--- src/sv/bsc_pkg.sv ---
// Package for the bitmap block: action codes, widths, default size and
// the highest-set-bit encoder shared by the design.
// Depends on nothing.
`timescale 1ns / 1ps

package bsc_pkg;

   localparam int MAX_BITS_DEFAULT = 1024;
   localparam int WORD_BITS        = 32;
   localparam int POS_W            = 10;
   localparam int SIZE_W           = 11;
   localparam int WIDX_W           = 5;
   localparam int BIT_W            = 5;
   localparam int ACTION_W         = 3;
   localparam int CSR_DATA_W       = 32;
   localparam int CSR_ADDR_W       = 3;

   localparam logic [ACTION_W-1:0] ACT_SET         = 3'd0;
   localparam logic [ACTION_W-1:0] ACT_CLEAR       = 3'd1;
   localparam logic [ACTION_W-1:0] ACT_SET_RANGE   = 3'd2;
   localparam logic [ACTION_W-1:0] ACT_CLEAR_RANGE = 3'd3;
   localparam logic [ACTION_W-1:0] ACT_TEST        = 3'd4;
   localparam logic [ACTION_W-1:0] ACT_FIND        = 3'd5;

   localparam logic [SIZE_W-1:0] SIZE_RESET = 11'd1024;
   localparam logic [SIZE_W-1:0] IDX_NONE   = 11'h7FF;

   localparam logic [WORD_BITS-1:0] ONES = '1;

   // Index of the highest set bit of a non-zero word, found by halving.
   function automatic logic [BIT_W-1:0] top_bit(input logic [WORD_BITS-1:0] w);
      logic [WORD_BITS-1:0] v;
      logic [BIT_W-1:0]     b;
      v = w;
      b = '0;
      if (v[31:16] != '0) begin
         b[4] = 1'b1;
         v    = v >> 16;
      end
      if (v[15:8] != '0) begin
         b[3] = 1'b1;
         v    = v >> 8;
      end
      if (v[7:4] != '0) begin
         b[2] = 1'b1;
         v    = v >> 4;
      end
      if (v[3:2] != '0) begin
         b[1] = 1'b1;
         v    = v >> 2;
      end
      if (v[1]) begin
         b[0] = 1'b1;
      end
      return b;
   endfunction

endpackage

--- src/sv/bitmap_set_clear_find_highest.sv ---
// Bitmap held in a word memory, with set, clear, range update, test and
// find-highest-set requests, and an APB-style size register.
// Depends on bsc_pkg.
// Single-bit requests pass through ST_BIT before the registered strobe; rejected ones strobe
// straight from idle. Range updates and find visit one memory word a cycle.
// busy falls as the strobe rises, so the next item may be accepted in the strobe cycle.
// After reset a clearing pass writes zero to every memory word and holds busy high.
// Results cannot be stalled; each one is shown for exactly one cycle.
`timescale 1ns / 1ps

module bitmap_set_clear_find_highest #(
   parameter int MAX_BITS = bsc_pkg::MAX_BITS_DEFAULT
) (
   input  logic                                   clock,
   input  logic                                   reset,
   input  logic                                   start,
   output logic                                   busy,
   input  logic [bsc_pkg::ACTION_W-1:0]           req_action,
   input  logic [bsc_pkg::POS_W-1:0]              req_position,
   input  logic [bsc_pkg::POS_W-1:0]              req_range_end,
   output logic                                   rsp_valid,
   output logic                                   rsp_old_bit,
   output logic signed [bsc_pkg::SIZE_W-1:0]      rsp_highest_index,
   output logic                                   rsp_out_of_range,
   input  logic                                   psel,
   input  logic                                   penable,
   input  logic                                   pwrite,
   input  logic [bsc_pkg::CSR_ADDR_W-1:0]         paddr,
   input  logic [bsc_pkg::CSR_DATA_W-1:0]         pwdata,
   output logic [bsc_pkg::CSR_DATA_W-1:0]         prdata,
   output logic                                   pready
);

   localparam int WORD_COUNT = (MAX_BITS + bsc_pkg::WORD_BITS - 1) / bsc_pkg::WORD_BITS;
   localparam int AW         = (WORD_COUNT > 1) ? $clog2(WORD_COUNT) : 1;
   localparam int XW         = (AW > bsc_pkg::WIDX_W) ? AW : bsc_pkg::WIDX_W;
   localparam int CMP_W      = 17;
   localparam logic [AW-1:0] LAST_WORD = AW'(WORD_COUNT - 1);
   localparam logic [bsc_pkg::SIZE_W-1:0] POS_LAST =
      bsc_pkg::SIZE_W'((1 << bsc_pkg::POS_W) - 1);

   typedef enum logic [2:0] {
      ST_CLEAR,
      ST_IDLE,
      ST_BIT,
      ST_RANGE,
      ST_FIND
   } state_type;

   state_type state_ff, state_in;

   logic [bsc_pkg::WORD_BITS-1:0] mem [WORD_COUNT];
   logic [bsc_pkg::WORD_BITS-1:0] rdata_ff;

   logic [AW-1:0]                 clr_ff, clr_in;
   logic [bsc_pkg::SIZE_W-1:0]    size_ff;
   logic [bsc_pkg::ACTION_W-1:0]  act_ff, act_in;
   logic [bsc_pkg::POS_W-1:0]     pos_ff, pos_in;
   logic [bsc_pkg::POS_W-1:0]     lo_ff, lo_in;
   logic [bsc_pkg::POS_W-1:0]     hi_ff, hi_in;
   logic [bsc_pkg::POS_W-1:0]     lim_ff, lim_in;
   logic [bsc_pkg::WIDX_W-1:0]    widx_ff, widx_in;

   logic                          rsp_valid_ff, rsp_valid_in;
   logic                          old_bit_ff, old_bit_in;
   logic [bsc_pkg::SIZE_W-1:0]    hidx_ff, hidx_in;
   logic                          oor_ff, oor_in;

   logic [bsc_pkg::SIZE_W-1:0]    eff_size;
   logic [bsc_pkg::SIZE_W-1:0]    eff_last;
   logic [bsc_pkg::SIZE_W-1:0]    find_last;
   logic [bsc_pkg::POS_W-1:0]     req_lo;
   logic [bsc_pkg::POS_W-1:0]     req_hi;

   logic [bsc_pkg::WIDX_W-1:0]    rd_idx;
   logic [XW-1:0]                 rd_ext;
   logic [AW-1:0]                 rd_addr;
   logic [XW-1:0]                 wr_ext;
   logic [AW-1:0]                 wr_addr;
   logic                          we;
   logic                          wr_clear;
   logic [bsc_pkg::WORD_BITS-1:0] wdata;

   logic [bsc_pkg::BIT_W-1:0]     low_b;
   logic [bsc_pkg::BIT_W-1:0]     high_b;
   logic [bsc_pkg::WORD_BITS-1:0] range_mask;
   logic [bsc_pkg::WORD_BITS-1:0] bit_mask;
   logic [bsc_pkg::WORD_BITS-1:0] find_mask;
   logic [bsc_pkg::WORD_BITS-1:0] find_word;

   // Size register.
   always_ff @(posedge clock) begin
      if (reset) begin
         size_ff <= bsc_pkg::SIZE_RESET;
      end else if (psel && penable && pwrite && pready && !paddr[2]) begin
         size_ff <= pwdata[bsc_pkg::SIZE_W-1:0];
      end
   end

   assign pready = 1'b1;
   assign prdata = paddr[2] ? '0 : bsc_pkg::CSR_DATA_W'(size_ff);

   always_comb begin
      if (CMP_W'(size_ff) < CMP_W'(MAX_BITS)) begin
         eff_size = size_ff;
      end else begin
         eff_size = bsc_pkg::SIZE_W'(MAX_BITS);
      end
   end

   // The search starts at the last position inside the effective size; bits above it are masked off.
   assign eff_last  = eff_size - 11'd1;
   assign find_last = (eff_last > POS_LAST) ? POS_LAST : eff_last;
   assign req_lo    = (req_position < req_range_end) ? req_position : req_range_end;
   assign req_hi    = (req_position < req_range_end) ? req_range_end : req_position;

   // Word masks for the word being visited.
   assign low_b      = (widx_ff == lo_ff[9:5]) ? lo_ff[4:0] : 5'd0;
   assign high_b     = (widx_ff == hi_ff[9:5]) ? hi_ff[4:0] : 5'd31;
   assign range_mask = (bsc_pkg::ONES << low_b) & (bsc_pkg::ONES >> (5'd31 - high_b));
   assign bit_mask   = bsc_pkg::WORD_BITS'(1) << pos_ff[4:0];
   assign find_mask  = (widx_ff == lim_ff[9:5]) ? (bsc_pkg::ONES >> (5'd31 - lim_ff[4:0]))
                                                : bsc_pkg::ONES;
   assign find_word  = rdata_ff & find_mask;

   always_comb begin
      state_in     = state_ff;
      clr_in       = clr_ff;
      act_in       = act_ff;
      pos_in       = pos_ff;
      lo_in        = lo_ff;
      hi_in        = hi_ff;
      lim_in       = lim_ff;
      widx_in      = widx_ff;
      rsp_valid_in = 1'b0;
      old_bit_in   = old_bit_ff;
      hidx_in      = hidx_ff;
      oor_in       = oor_ff;
      rd_idx       = widx_ff;
      we           = 1'b0;
      wr_clear     = 1'b0;
      wdata        = '0;

      case (state_ff)
         ST_CLEAR: begin
            we       = 1'b1;
            wr_clear = 1'b1;
            if (clr_ff == LAST_WORD) begin
               state_in = ST_IDLE;
            end else begin
               clr_in = clr_ff + AW'(1);
            end
         end
         ST_IDLE: begin
            rd_idx = req_position[9:5];
            if (start) begin
               act_in     = req_action;
               pos_in     = req_position;
               lo_in      = req_lo;
               hi_in      = req_hi;
               lim_in     = find_last[bsc_pkg::POS_W-1:0];
               old_bit_in = 1'b0;
               hidx_in    = bsc_pkg::IDX_NONE;
               oor_in     = 1'b0;
               case (req_action) inside
                  bsc_pkg::ACT_SET, bsc_pkg::ACT_CLEAR, bsc_pkg::ACT_TEST: begin
                     if (bsc_pkg::SIZE_W'(req_position) >= eff_size) begin
                        oor_in       = 1'b1;
                        rsp_valid_in = 1'b1;
                     end else begin
                        state_in = ST_BIT;
                     end
                  end
                  bsc_pkg::ACT_SET_RANGE, bsc_pkg::ACT_CLEAR_RANGE: begin
                     rd_idx = req_lo[9:5];
                     if (bsc_pkg::SIZE_W'(req_hi) >= eff_size) begin
                        oor_in       = 1'b1;
                        rsp_valid_in = 1'b1;
                     end else begin
                        widx_in  = req_lo[9:5];
                        state_in = ST_RANGE;
                     end
                  end
                  bsc_pkg::ACT_FIND: begin
                     rd_idx = find_last[9:5];
                     if (eff_size == '0) begin
                        rsp_valid_in = 1'b1;
                     end else begin
                        widx_in  = find_last[9:5];
                        state_in = ST_FIND;
                     end
                  end
                  default: begin
                     rsp_valid_in = 1'b1;
                  end
               endcase
            end
         end
         ST_BIT: begin
            old_bit_in   = rdata_ff[pos_ff[4:0]];
            rsp_valid_in = 1'b1;
            state_in     = ST_IDLE;
            if (act_ff == bsc_pkg::ACT_SET) begin
               we    = 1'b1;
               wdata = rdata_ff | bit_mask;
            end else if (act_ff == bsc_pkg::ACT_CLEAR) begin
               we    = 1'b1;
               wdata = rdata_ff & ~bit_mask;
            end
         end
         ST_RANGE: begin
            we     = 1'b1;
            wdata  = (act_ff == bsc_pkg::ACT_SET_RANGE) ? (rdata_ff | range_mask)
                                                         : (rdata_ff & ~range_mask);
            rd_idx = widx_ff + 5'd1;
            if (widx_ff == hi_ff[9:5]) begin
               rsp_valid_in = 1'b1;
               state_in     = ST_IDLE;
            end else begin
               widx_in = widx_ff + 5'd1;
            end
         end
         ST_FIND: begin
            rd_idx = widx_ff - 5'd1;
            if (find_word != '0) begin
               hidx_in      = {1'b0, widx_ff, bsc_pkg::top_bit(find_word)};
               rsp_valid_in = 1'b1;
               state_in     = ST_IDLE;
            end else if (widx_ff == '0) begin
               rsp_valid_in = 1'b1;
               state_in     = ST_IDLE;
            end else begin
               widx_in = widx_ff - 5'd1;
            end
         end
         default: begin
            state_in = ST_IDLE;
         end
      endcase
   end

   assign rd_ext  = XW'(rd_idx);
   assign rd_addr = rd_ext[AW-1:0];
   assign wr_ext  = XW'(state_ff == ST_BIT ? pos_ff[9:5] : widx_ff);
   assign wr_addr = wr_clear ? clr_ff : wr_ext[AW-1:0];

   always_ff @(posedge clock) begin
      if (we) begin
         mem[wr_addr] <= wdata;
      end
      rdata_ff <= mem[rd_addr];
   end

   always_ff @(posedge clock) begin
      if (reset) begin
         state_ff     <= ST_CLEAR;
         clr_ff       <= '0;
         rsp_valid_ff <= 1'b0;
      end else begin
         state_ff     <= state_in;
         clr_ff       <= clr_in;
         rsp_valid_ff <= rsp_valid_in;
      end
      act_ff     <= act_in;
      pos_ff     <= pos_in;
      lo_ff      <= lo_in;
      hi_ff      <= hi_in;
      lim_ff     <= lim_in;
      widx_ff    <= widx_in;
      old_bit_ff <= old_bit_in;
      hidx_ff    <= hidx_in;
      oor_ff     <= oor_in;
   end

   assign busy              = (state_ff != ST_IDLE);
   assign rsp_valid         = rsp_valid_ff;
   assign rsp_old_bit       = old_bit_ff;
   assign rsp_highest_index = hidx_ff;
   assign rsp_out_of_range  = oor_ff;

endmodule
--- config.mk ---
export PLATFORM = sky130hd
export DESIGN_NAME = bitmap_set_clear_find_highest
export DESIGN_NICKNAME = d
export VERILOG_FILES = /design/src/sv/bsc_pkg.sv /design/src/sv/bitmap_set_clear_find_highest.sv
export SDC_FILE = /design/constraint.sdc
export NUM_CORES = 2
export LEC_CHECK = 0
export ABC_CLOCK_PERIOD_IN_PS = 8480
export BUFFER_PORTS_ARGS = -buffer_cell sky130_fd_sc_hd__buf_2
export CELL_PAD_IN_SITES_DETAIL_PLACEMENT = 0
export CELL_PAD_IN_SITES_GLOBAL_PLACEMENT = 1
export CORE_MARGIN = 4
export CORE_UTILIZATION = 29
export DETAILED_ROUTE_END_ITERATION = 8
export PLACE_DENSITY = 0.59
export RECOVER_POWER = 50
export SLEW_MARGIN = 10
export SYNTH_ARGS = -nofsm -noshare
export SYNTH_HDL_FRONTEND = slang
export SYNTH_SLANG_ARGS = --single-unit
--- constraint.sdc ---
create_clock -name clock -period 8.48 [get_ports clock]
set_input_delay 0 -clock clock [delete_from_list [all_inputs] [get_ports clock]]
set_output_delay 0 -clock clock [all_outputs]
set_load 0.02 [all_outputs]
# Word level (Yosys, flattened, before mapping)
# Memory sizes are Yosys's and may differ from the RTL's. A register that Yosys moved wholly into a read port is not among the register bits.
# Index checks and enable logic that the tools add are counted.
[classes] addsub=6 magnitude_cmp=6 n_eq_ne=32 shifts=4 n_mux=84 bitwise=9 n_reduce_logical=26
[ops] operator="32-bit AND" count=4
[ops] operator="32-bit 2-to-1 mux" count=4
[ops] operator="5-bit 2-to-1 mux" count=17
[ops] operator="32-bit NOT" count=2
[ops] operator="32-bit OR" count=2
[ops] operator="32-bit one-hot mux with 2 select lines" count=1
[ops] operator="32-bit by 5-bit >> shifter with 32-bit output, first input constant" count=2
[ops] operator="16-bit 2-to-1 mux" count=3
[ops] operator="11-bit 2-to-1 mux" count=4
[ops] operator="3-bit 2-to-1 mux" count=11
[ops] operator="32-bit nonzero test" count=1
[ops] operator="1-bit by 5-bit left shift with 32-bit output, first input constant" count=1
[ops] operator="32-bit by 5-bit left shift with 32-bit output, first input constant" count=1
[ops] operator="10-bit 2-to-1 mux" count=3
[ops] operator="5-bit one-hot mux with 3 select lines" count=2
[ops] operator="1-bit 2-to-1 mux" count=24
[ops] operator="8-bit 2-to-1 mux" count=3
[ops] operator="10-bit by 11-bit >= comparator with 1-bit output" count=2
[ops] operator="11-bit one-hot mux with 2 select lines" count=1
[ops] operator="2-bit != test, second input constant" count=8
[ops] operator="16-bit nonzero test" count=1
[ops] operator="3-bit by 2-bit equality test with 1-bit output, second input constant" count=5
[ops] operator="5-bit equality test" count=3
[ops] operator="3-bit != test, second input constant" count=5
[ops] operator="other kinds (35)" count=57
[word_totals] reg_bits=81 mem_bits_rw=1024 in_bits=64 output_inout_bits=48 elab_cells=182 n_memories=1
[memory_table] name="mem" depth=32 word_bits=32 rd=1 rd_clocked_by_memory_dff=1 wr=1 line_no="bitmap_set_clear_find_highest.sv:52" rtl="logic [bsc_pkg::WORD_BITS-1:0] mem [WORD_COUNT];"

# Longest topological paths before layout
[logic_depth] depth_word=23 ltp_mapped=23 depth_no_buf=20

# Least setup slack after synthesis
# No wires, ideal clock.
[synth_path] path_kind="register to register" from="register state_ff[1]" to="memory mem[2][0] (netlist bit), enable pin" setup_ns=0.421 t_arrival_ns=3.514 required_time_ns=8.059 setup_slack_ns=4.545 path_stages_with_launch=10 n_path_buf=3 synth_period_minus_slack_ns=3.935 cell_sequence="dfxtp_1 clkbuf_1 buf_1 nand2_1 or3_1 clkbuf_1 a21boi_0 a211oi_1 nand2_1 nor2_1"
[synth_via] elab_chain_cells=5 word_cells_on_any_way=10 cone_classes="eq/ne: 2; mux: 6; reduce/logical: 2"
[synth_rtl] element="from (decl)" line_no="bitmap_set_clear_find_highest.sv:50" rtl="state_type state_ff, state_in;"
[synth_rtl] element="from (signal assigned)" line_no="bitmap_set_clear_find_highest.sv:260" rtl="state_ff <= state_in;"
[synth_rtl] element="3-bit by 2-bit equality test with 1-bit output / 3-bit zero test (equally long branches)" line_no="bitmap_set_clear_find_highest.sv:144" rtl="case (state_ff)"
[synth_rtl] element="2-bit OR reduction (no source line)"
[synth_rtl] element="1-bit one-hot mux with 2 select lines" line_no="bitmap_set_clear_find_highest.sv:144"
[synth_rtl] element="1-bit 2-to-1 mux" line_no="bitmap_set_clear_find_highest.sv:248" rtl="if (we) begin"
[synth_rtl] element="1-bit 2-to-1 mux (not written as such)" line_no="bitmap_set_clear_find_highest.sv:249" rtl="mem[wr_addr] <= wdata;"
[synth_rtl] element="to (decl)" line_no="bitmap_set_clear_find_highest.sv:52"
# Parallel ways exist; a longest one is shown, timed or not.

# Final worst setup path
[layout_path] from="register state_ff[2]" to="register rdata_ff[11] (netlist bit) (read register of mem)"
[layout_via] elab_chain_cells=2 word_cells_on_any_way=4 cone_classes="eq/ne: 3; mux: 1"
[layout_rtl] element="3-bit equality test, or another cell as far along" line_no="bitmap_set_clear_find_highest.sv:144"
[layout_rtl] element="5-bit one-hot mux with 3 select lines (*)" line_no="bitmap_set_clear_find_highest.sv:144"
[layout_rtl] element="to (decl)" line_no="bitmap_set_clear_find_highest.sv:53" rtl="logic [bsc_pkg::WORD_BITS-1:0] rdata_ff;"
# Mark *: on every way between the ends. The rest lies on a longest branch, timed or not.
# A chain may end at the register's enable or synchronous reset.

==> impl_metrics.prom <==
# TYPE chip_impl_metric gauge
chip_impl_info{name="worstReg2RegEnd",value="rdata_ff[11]$_DFF_P_"} 1
chip_impl_metric{name="internal_power",unit="W"} 0.0120
chip_impl_metric{name="floorplan.initialDensity",unit=""} 0.293
chip_impl_metric{name="clock_path_buffers",unit=""} 3
chip_impl_metric{name="route.detailed.vias_per_inst",unit=""} 5.38
chip_impl_metric{name="final.setup.tns",unit="ns"} 0
chip_impl_metric{name="worstPathRequired",unit="ns"} 9.13
chip_impl_metric{name="globalRouteOverflowTotal",unit=""} 0
chip_impl_metric{name="worstHoldPathCells",unit=""} 2
chip_impl_metric{name="timing.max_cap.violations",unit=""} 19
chip_impl_info{name="layout.cells.most_common",value="sky130_fd_sc_hd__edfxtp_1"} 1
chip_impl_metric{name="fin_crit_sh",unit=""} 0.765
chip_impl_info{name="class_of_the_most_critical_hold_timing_path",value="in -> reg"} 1
chip_impl_metric{name="clock_sinks",unit=""} 1137
chip_impl_metric{name="numPortBuffers",unit=""} 66
chip_impl_metric{name="die_area",unit="um^2"} 181000
chip_impl_metric{name="comb_power_share",unit=""} 0.298
chip_impl_metric{name="wl_per_cell",unit="um"} 26.1
chip_impl_info{name="grt_setup_unrepaired",value="no"} 1
chip_impl_info{name="worstHoldStart",value="req_position[1]"} 1
chip_impl_info{name="synth_top_flop_cell",value="sky130_fd_sc_hd__edfxtp_1"} 1
chip_impl_info{name="worstSetupPathType",value="reg -> reg"} 1
chip_impl_metric{name="yosysWarnings",unit=""} 0
chip_impl_metric{name="layout.nets",unit=""} 4039
chip_impl_info{name="critical_path.startpoint",value="state_ff[2]$_SDFFE_PP0P_"} 1
chip_impl_metric{name="switching_share",unit=""} 0.358
chip_impl_metric{name="final.min_clock_period",unit="ns"} 6.48
chip_impl_metric{name="wl",unit="um"} 166000
chip_impl_metric{name="number_of_global_route_vias_before_repair",unit=""} 32600
chip_impl_info{name="worstHoldEndpoint",value="pos_ff[1]$_DFFE_PP_"} 1
chip_impl_info{name="failed_checks",value="max-capacitance violations, max-slew violations"} 1
chip_impl_metric{name="dpl-instance-area",unit="um^2"} 54000
chip_impl_metric{name="io_pins",unit=""} 112
chip_impl_metric{name="grt.total_usage",unit=""} 0.178
chip_impl_metric{name="layout.area.seq",unit="um^2"} 33600
chip_impl_metric{name="area_delta_synth_final",unit="%"} 15.6
chip_impl_metric{name="report.power.total",unit="W"} 0.0187
chip_impl_metric{name="grt_pass1_wl",unit="um"} 237000
chip_impl_metric{name="place_hpwl",unit="um"} 96700
chip_impl_metric{name="postLayoutCoreUtil",unit=""} 0.339
chip_impl_metric{name="grt_max_degree",unit=""} 105
chip_impl_metric{name="pre_cts_slack",unit="ns"} 2.67
chip_impl_metric{name="std_cell_rows",unit=""} 152
chip_impl_metric{name="yosysUniqueCellTypes",unit=""} 87
chip_impl_metric{name="power.density",unit="nW/um^2"} 320
chip_impl_metric{name="die_span_in_y",unit="um"} 426
chip_impl_metric{name="core_area",unit="um^2"} 172000
chip_impl_metric{name="first_pass_iters",unit=""} 5
chip_impl_metric{name="drive_gt1_frac",unit=""} 0.0988
chip_impl_metric{name="n_fill_cell",unit=""} 16900
chip_impl_metric{name="timing.clock.skew",unit="ns"} 0.0426
chip_impl_info{name="clk_tree_root_cell",value="sky130_fd_sc_hd__clkbuf_16"} 1
chip_impl_info{name="crit-reg2reg-launch",value="state_ff[2]$_SDFFE_PP0P_"} 1
chip_impl_metric{name="cts-hold-fix-buffers",unit=""} 72
chip_impl_metric{name="worstMarginPinSlew",unit="ns"} 3.44
chip_impl_metric{name="synth_enable_flop_cells",unit=""} 1085
chip_impl_metric{name="drt_first_iter_violations",unit=""} 3464
chip_impl_metric{name="maxSlewHeadroom",unit=""} -1.29
chip_impl_info{name="start_kind",value="register"} 1
chip_impl_metric{name="multi_input_area",unit="um^2"} 15700
chip_impl_metric{name="finalHoldViolations",unit=""} 0
chip_impl_metric{name="ir_drop",unit="uV"} 538
chip_impl_metric{name="num_vias",unit=""} 34200
chip_impl_metric{name="grt_antenna_before_repair",unit=""} 2
chip_impl_metric{name="drt_drc_violations_left",unit=""} 0
chip_impl_metric{name="synth.ff_latch_count",unit=""} 1137
chip_impl_info{name="outcome",value="finished, violations left"} 1
chip_impl_metric{name="gp_congestion",unit=""} 0.854
chip_impl_metric{name="r2r_setup_slack",unit="ns"} 2.00
chip_impl_metric{name="clkTransAtPathRegs",unit="ns"} 0.06
chip_impl_metric{name="synthArstFlopShare",unit=""} 0
chip_impl_metric{name="final_max_slew_viol_count",unit=""} 460
chip_impl_info{name="cp-end-kind",value="register"} 1
chip_impl_metric{name="post_cts_resize_count",unit=""} 0
chip_impl_metric{name="p_leak",unit="nW"} 19.0
chip_impl_metric{name="r2r_cells",unit=""} 13
chip_impl_metric{name="report.final.setup_viol",unit=""} 0
chip_impl_metric{name="cts_h_tree_depth",unit=""} 3
chip_impl_metric{name="postCtsSetupBuffers",unit=""} 0
chip_impl_metric{name="netlist_instances",unit=""} 3844
chip_impl_metric{name="synth-seq-area-share",unit=""} 0.665
chip_impl_metric{name="floorplan.die.width",unit="um"} 426
chip_impl_metric{name="syn_area",unit="um^2"} 50600
chip_impl_info{name="layout_common_cells",value="sky130_fd_sc_hd__edfxtp_1 (1,085), sky130_fd_sc_hd__nand2_1 (473), sky130_fd_sc_hd__mux2i_1 (300)"} 1
chip_impl_metric{name="synth_area_per_cell",unit="um^2"} 13.2
chip_impl_metric{name="timing.final.ws_setup",unit="ns"} 2.00
chip_impl_metric{name="fmax",unit="MHz"} 154
chip_impl_metric{name="p_clk_frac",unit=""} 0.295
chip_impl_metric{name="drtAntennaViolNets",unit=""} 0
chip_impl_metric{name="power.share.sequential",unit=""} 0.407
chip_impl_metric{name="p_switching",unit="W"} 0.00670
chip_impl_metric{name="postLayoutCellArea",unit="um^2"} 58500
chip_impl_metric{name="clk_latency",unit="ns"} 0.76
chip_impl_info{name="tritoncts_clock_tree",value="done"} 1
chip_impl_metric{name="cts_buffers",unit=""} 118
chip_impl_metric{name="worstPathArrival",unit="ns"} 7.13
chip_impl_metric{name="path_max_fanout",unit=""} 20
==> flip-flops by register name, summed over array words and instances, names as in the netlist <==
register,flops
mem,1024
rdata_ff,32
rsp_highest_index,11
size_ff,11
hi_ff,10
lim_ff,10
lo_ff,10
pos_ff,10
clr_ff,5
widx_ff,5
act_ff,3
state_ff,3
rsp_old_bit,1
rsp_out_of_range,1
rsp_valid,1
==> worst max path at each step <==
stage / end / slack, ns / depth (start not counted)
2_1_floorplan: mem[2][0]$_DFFE_PP_ / 4.55 / 9
3_3_place_gp: rdata_ff[15]$_DFF_P_ / 2.66 / 13
3_5_place_dp: rdata_ff[15]$_DFF_P_ / 2.67 / 13
4_1_cts: rdata_ff[15]$_DFF_P_ / 2.88 / 14
5_1_grt: rdata_ff[19]$_DFF_P_ / 1.67 / 13
6_report: rdata_ff[11]$_DFF_P_ / 2.00 / 13
==> per-layer routing <==
metal | part of all wire | wire length, um | up-vias | global-route usage
met1 | 0.45 | 75200 | 17500 | 0.254
met3 | 0.061 | 10100 | 237 | 0.0216
met4 | 0.031 | 5200 | 0 | 0.0595
met2 | 0.45 | 75300 | 1256 | 0.280
li1 | - | - | 15200 | -
met5 | 0 | 0 | - | 0
==> synth_stat cells, types with 38 or more instances <==
| library cell | instances | area (um^2) |
|---|---|---|
| sky130_fd_sc_hd__a221oi_1 | 111 | 972 |
| sky130_fd_sc_hd__o31a_1 | 42 | 368 |
| sky130_fd_sc_hd__mux2i_1 | 300 | 3000 |
| sky130_fd_sc_hd__nor2_1 | 119 | 447 |
| sky130_fd_sc_hd__dfxtp_1 | 52 | 1040 |
| sky130_fd_sc_hd__and2_1 | 46 | 288 |
| sky130_fd_sc_hd__nor4_1 | 38 | 238 |
| sky130_fd_sc_hd__buf_4 | 41 | 308 |
| sky130_fd_sc_hd__nand2_1 | 475 | 1780 |
| sky130_fd_sc_hd__nor3_1 | 52 | 260 |
| sky130_fd_sc_hd__a21oi_1 | 157 | 786 |
| sky130_fd_sc_hd__inv_1 | 48 | 180 |
| sky130_fd_sc_hd__o221ai_1 | 42 | 368 |
| sky130_fd_sc_hd__clkbuf_1 | 153 | 574 |
| sky130_fd_sc_hd__nand3_1 | 216 | 1080 |
| sky130_fd_sc_hd__edfxtp_1 | 1085 | 32600 |
| sky130_fd_sc_hd__o21ai_0 | 156 | 781 |
| sky130_fd_sc_hd__o22ai_1 | 93 | 582 |
| sky130_fd_sc_hd__buf_2 | 90 | 450 |
| sky130_fd_sc_hd__a211oi_1 | 47 | 353 |
==> area by class of cell <==
type / count / area share
Antenna cell: 1 / 0.0000428
Sequential cell: 1137 / 0.575
Clock inverter: 84 / 0.0177
Inverter: 49 / 0.00315
Multi-Input combinational cell: 2369 / 0.269
Clock buffer: 141 / 0.0530
Timing Repair Buffer: 267 / 0.0322
Tap cell: 2310 / 0.0494
==> cells by family (layout without fill, tap and decap cells) <==
logic type / Yosys count / after routing / share of synthesized area
muxes: 324 / 324 / 0.0670
xor gates and xnor gates: 24 / 24 / 0.00416
other: 2 / 23 / 0.000149
AOI/OAI and AO/OA: 912 / 912 / 0.127
buffers and inverters: 358 / 541 / 0.0326
adders and majority gates: 33 / 33 / 0.00817
DFF: 1137 / 1137 / 0.665
and+or+nand+nor: 1054 / 1054 / 0.0959
==> through the flow <==
stage	std cells	hold WS, ns
2_1_floorplan	3864	0.0781
3_3_place_gp	6060	0.207
3_5_place_dp	6060	0.209
4_1_cts	6357	0.00188
5_1_grt	6357	0.168
6_report	6358	0.167
==> critical path: stages (launching register included) <==
cell and delay [ns]:
sky130_fd_sc_hd__dfxtp_1 0.64, sky130_fd_sc_hd__nor3b_1 0.25, sky130_fd_sc_hd__clkbuf_1 0.82, sky130_fd_sc_hd__clkinv_1 0.61, sky130_fd_sc_hd__nor4_1 0.32, sky130_fd_sc_hd__a211oi_1 0.08
sky130_fd_sc_hd__o21ai_0 0.48, sky130_fd_sc_hd__a211o_1 0.24, sky130_fd_sc_hd__a221o_2 0.60, sky130_fd_sc_hd__buf_4 0.51, sky130_fd_sc_hd__nand4_1 0.86, sky130_fd_sc_hd__o22ai_1 0.51
sky130_fd_sc_hd__nor4_1 0.12, sky130_fd_sc_hd__a211oi_1 0.24
==> power by group through the flow <==
stage / sequential (W) / clock, W / combinational (W)
2_1_floorplan: 0.00743 / 0 / 0.00358
4_1_cts: 0.00758 / 0.00564 / 0.00571
3_3_place_gp: 0.00768 / 0 / 0.00565
6_report: 0.00761 / 0.00552 / 0.00558
3_5_place_dp: 0.00770 / 0 / 0.00567
5_1_grt: 0.00765 / 0.00587 / 0.00598
Power figures use the tool's default switching activity.
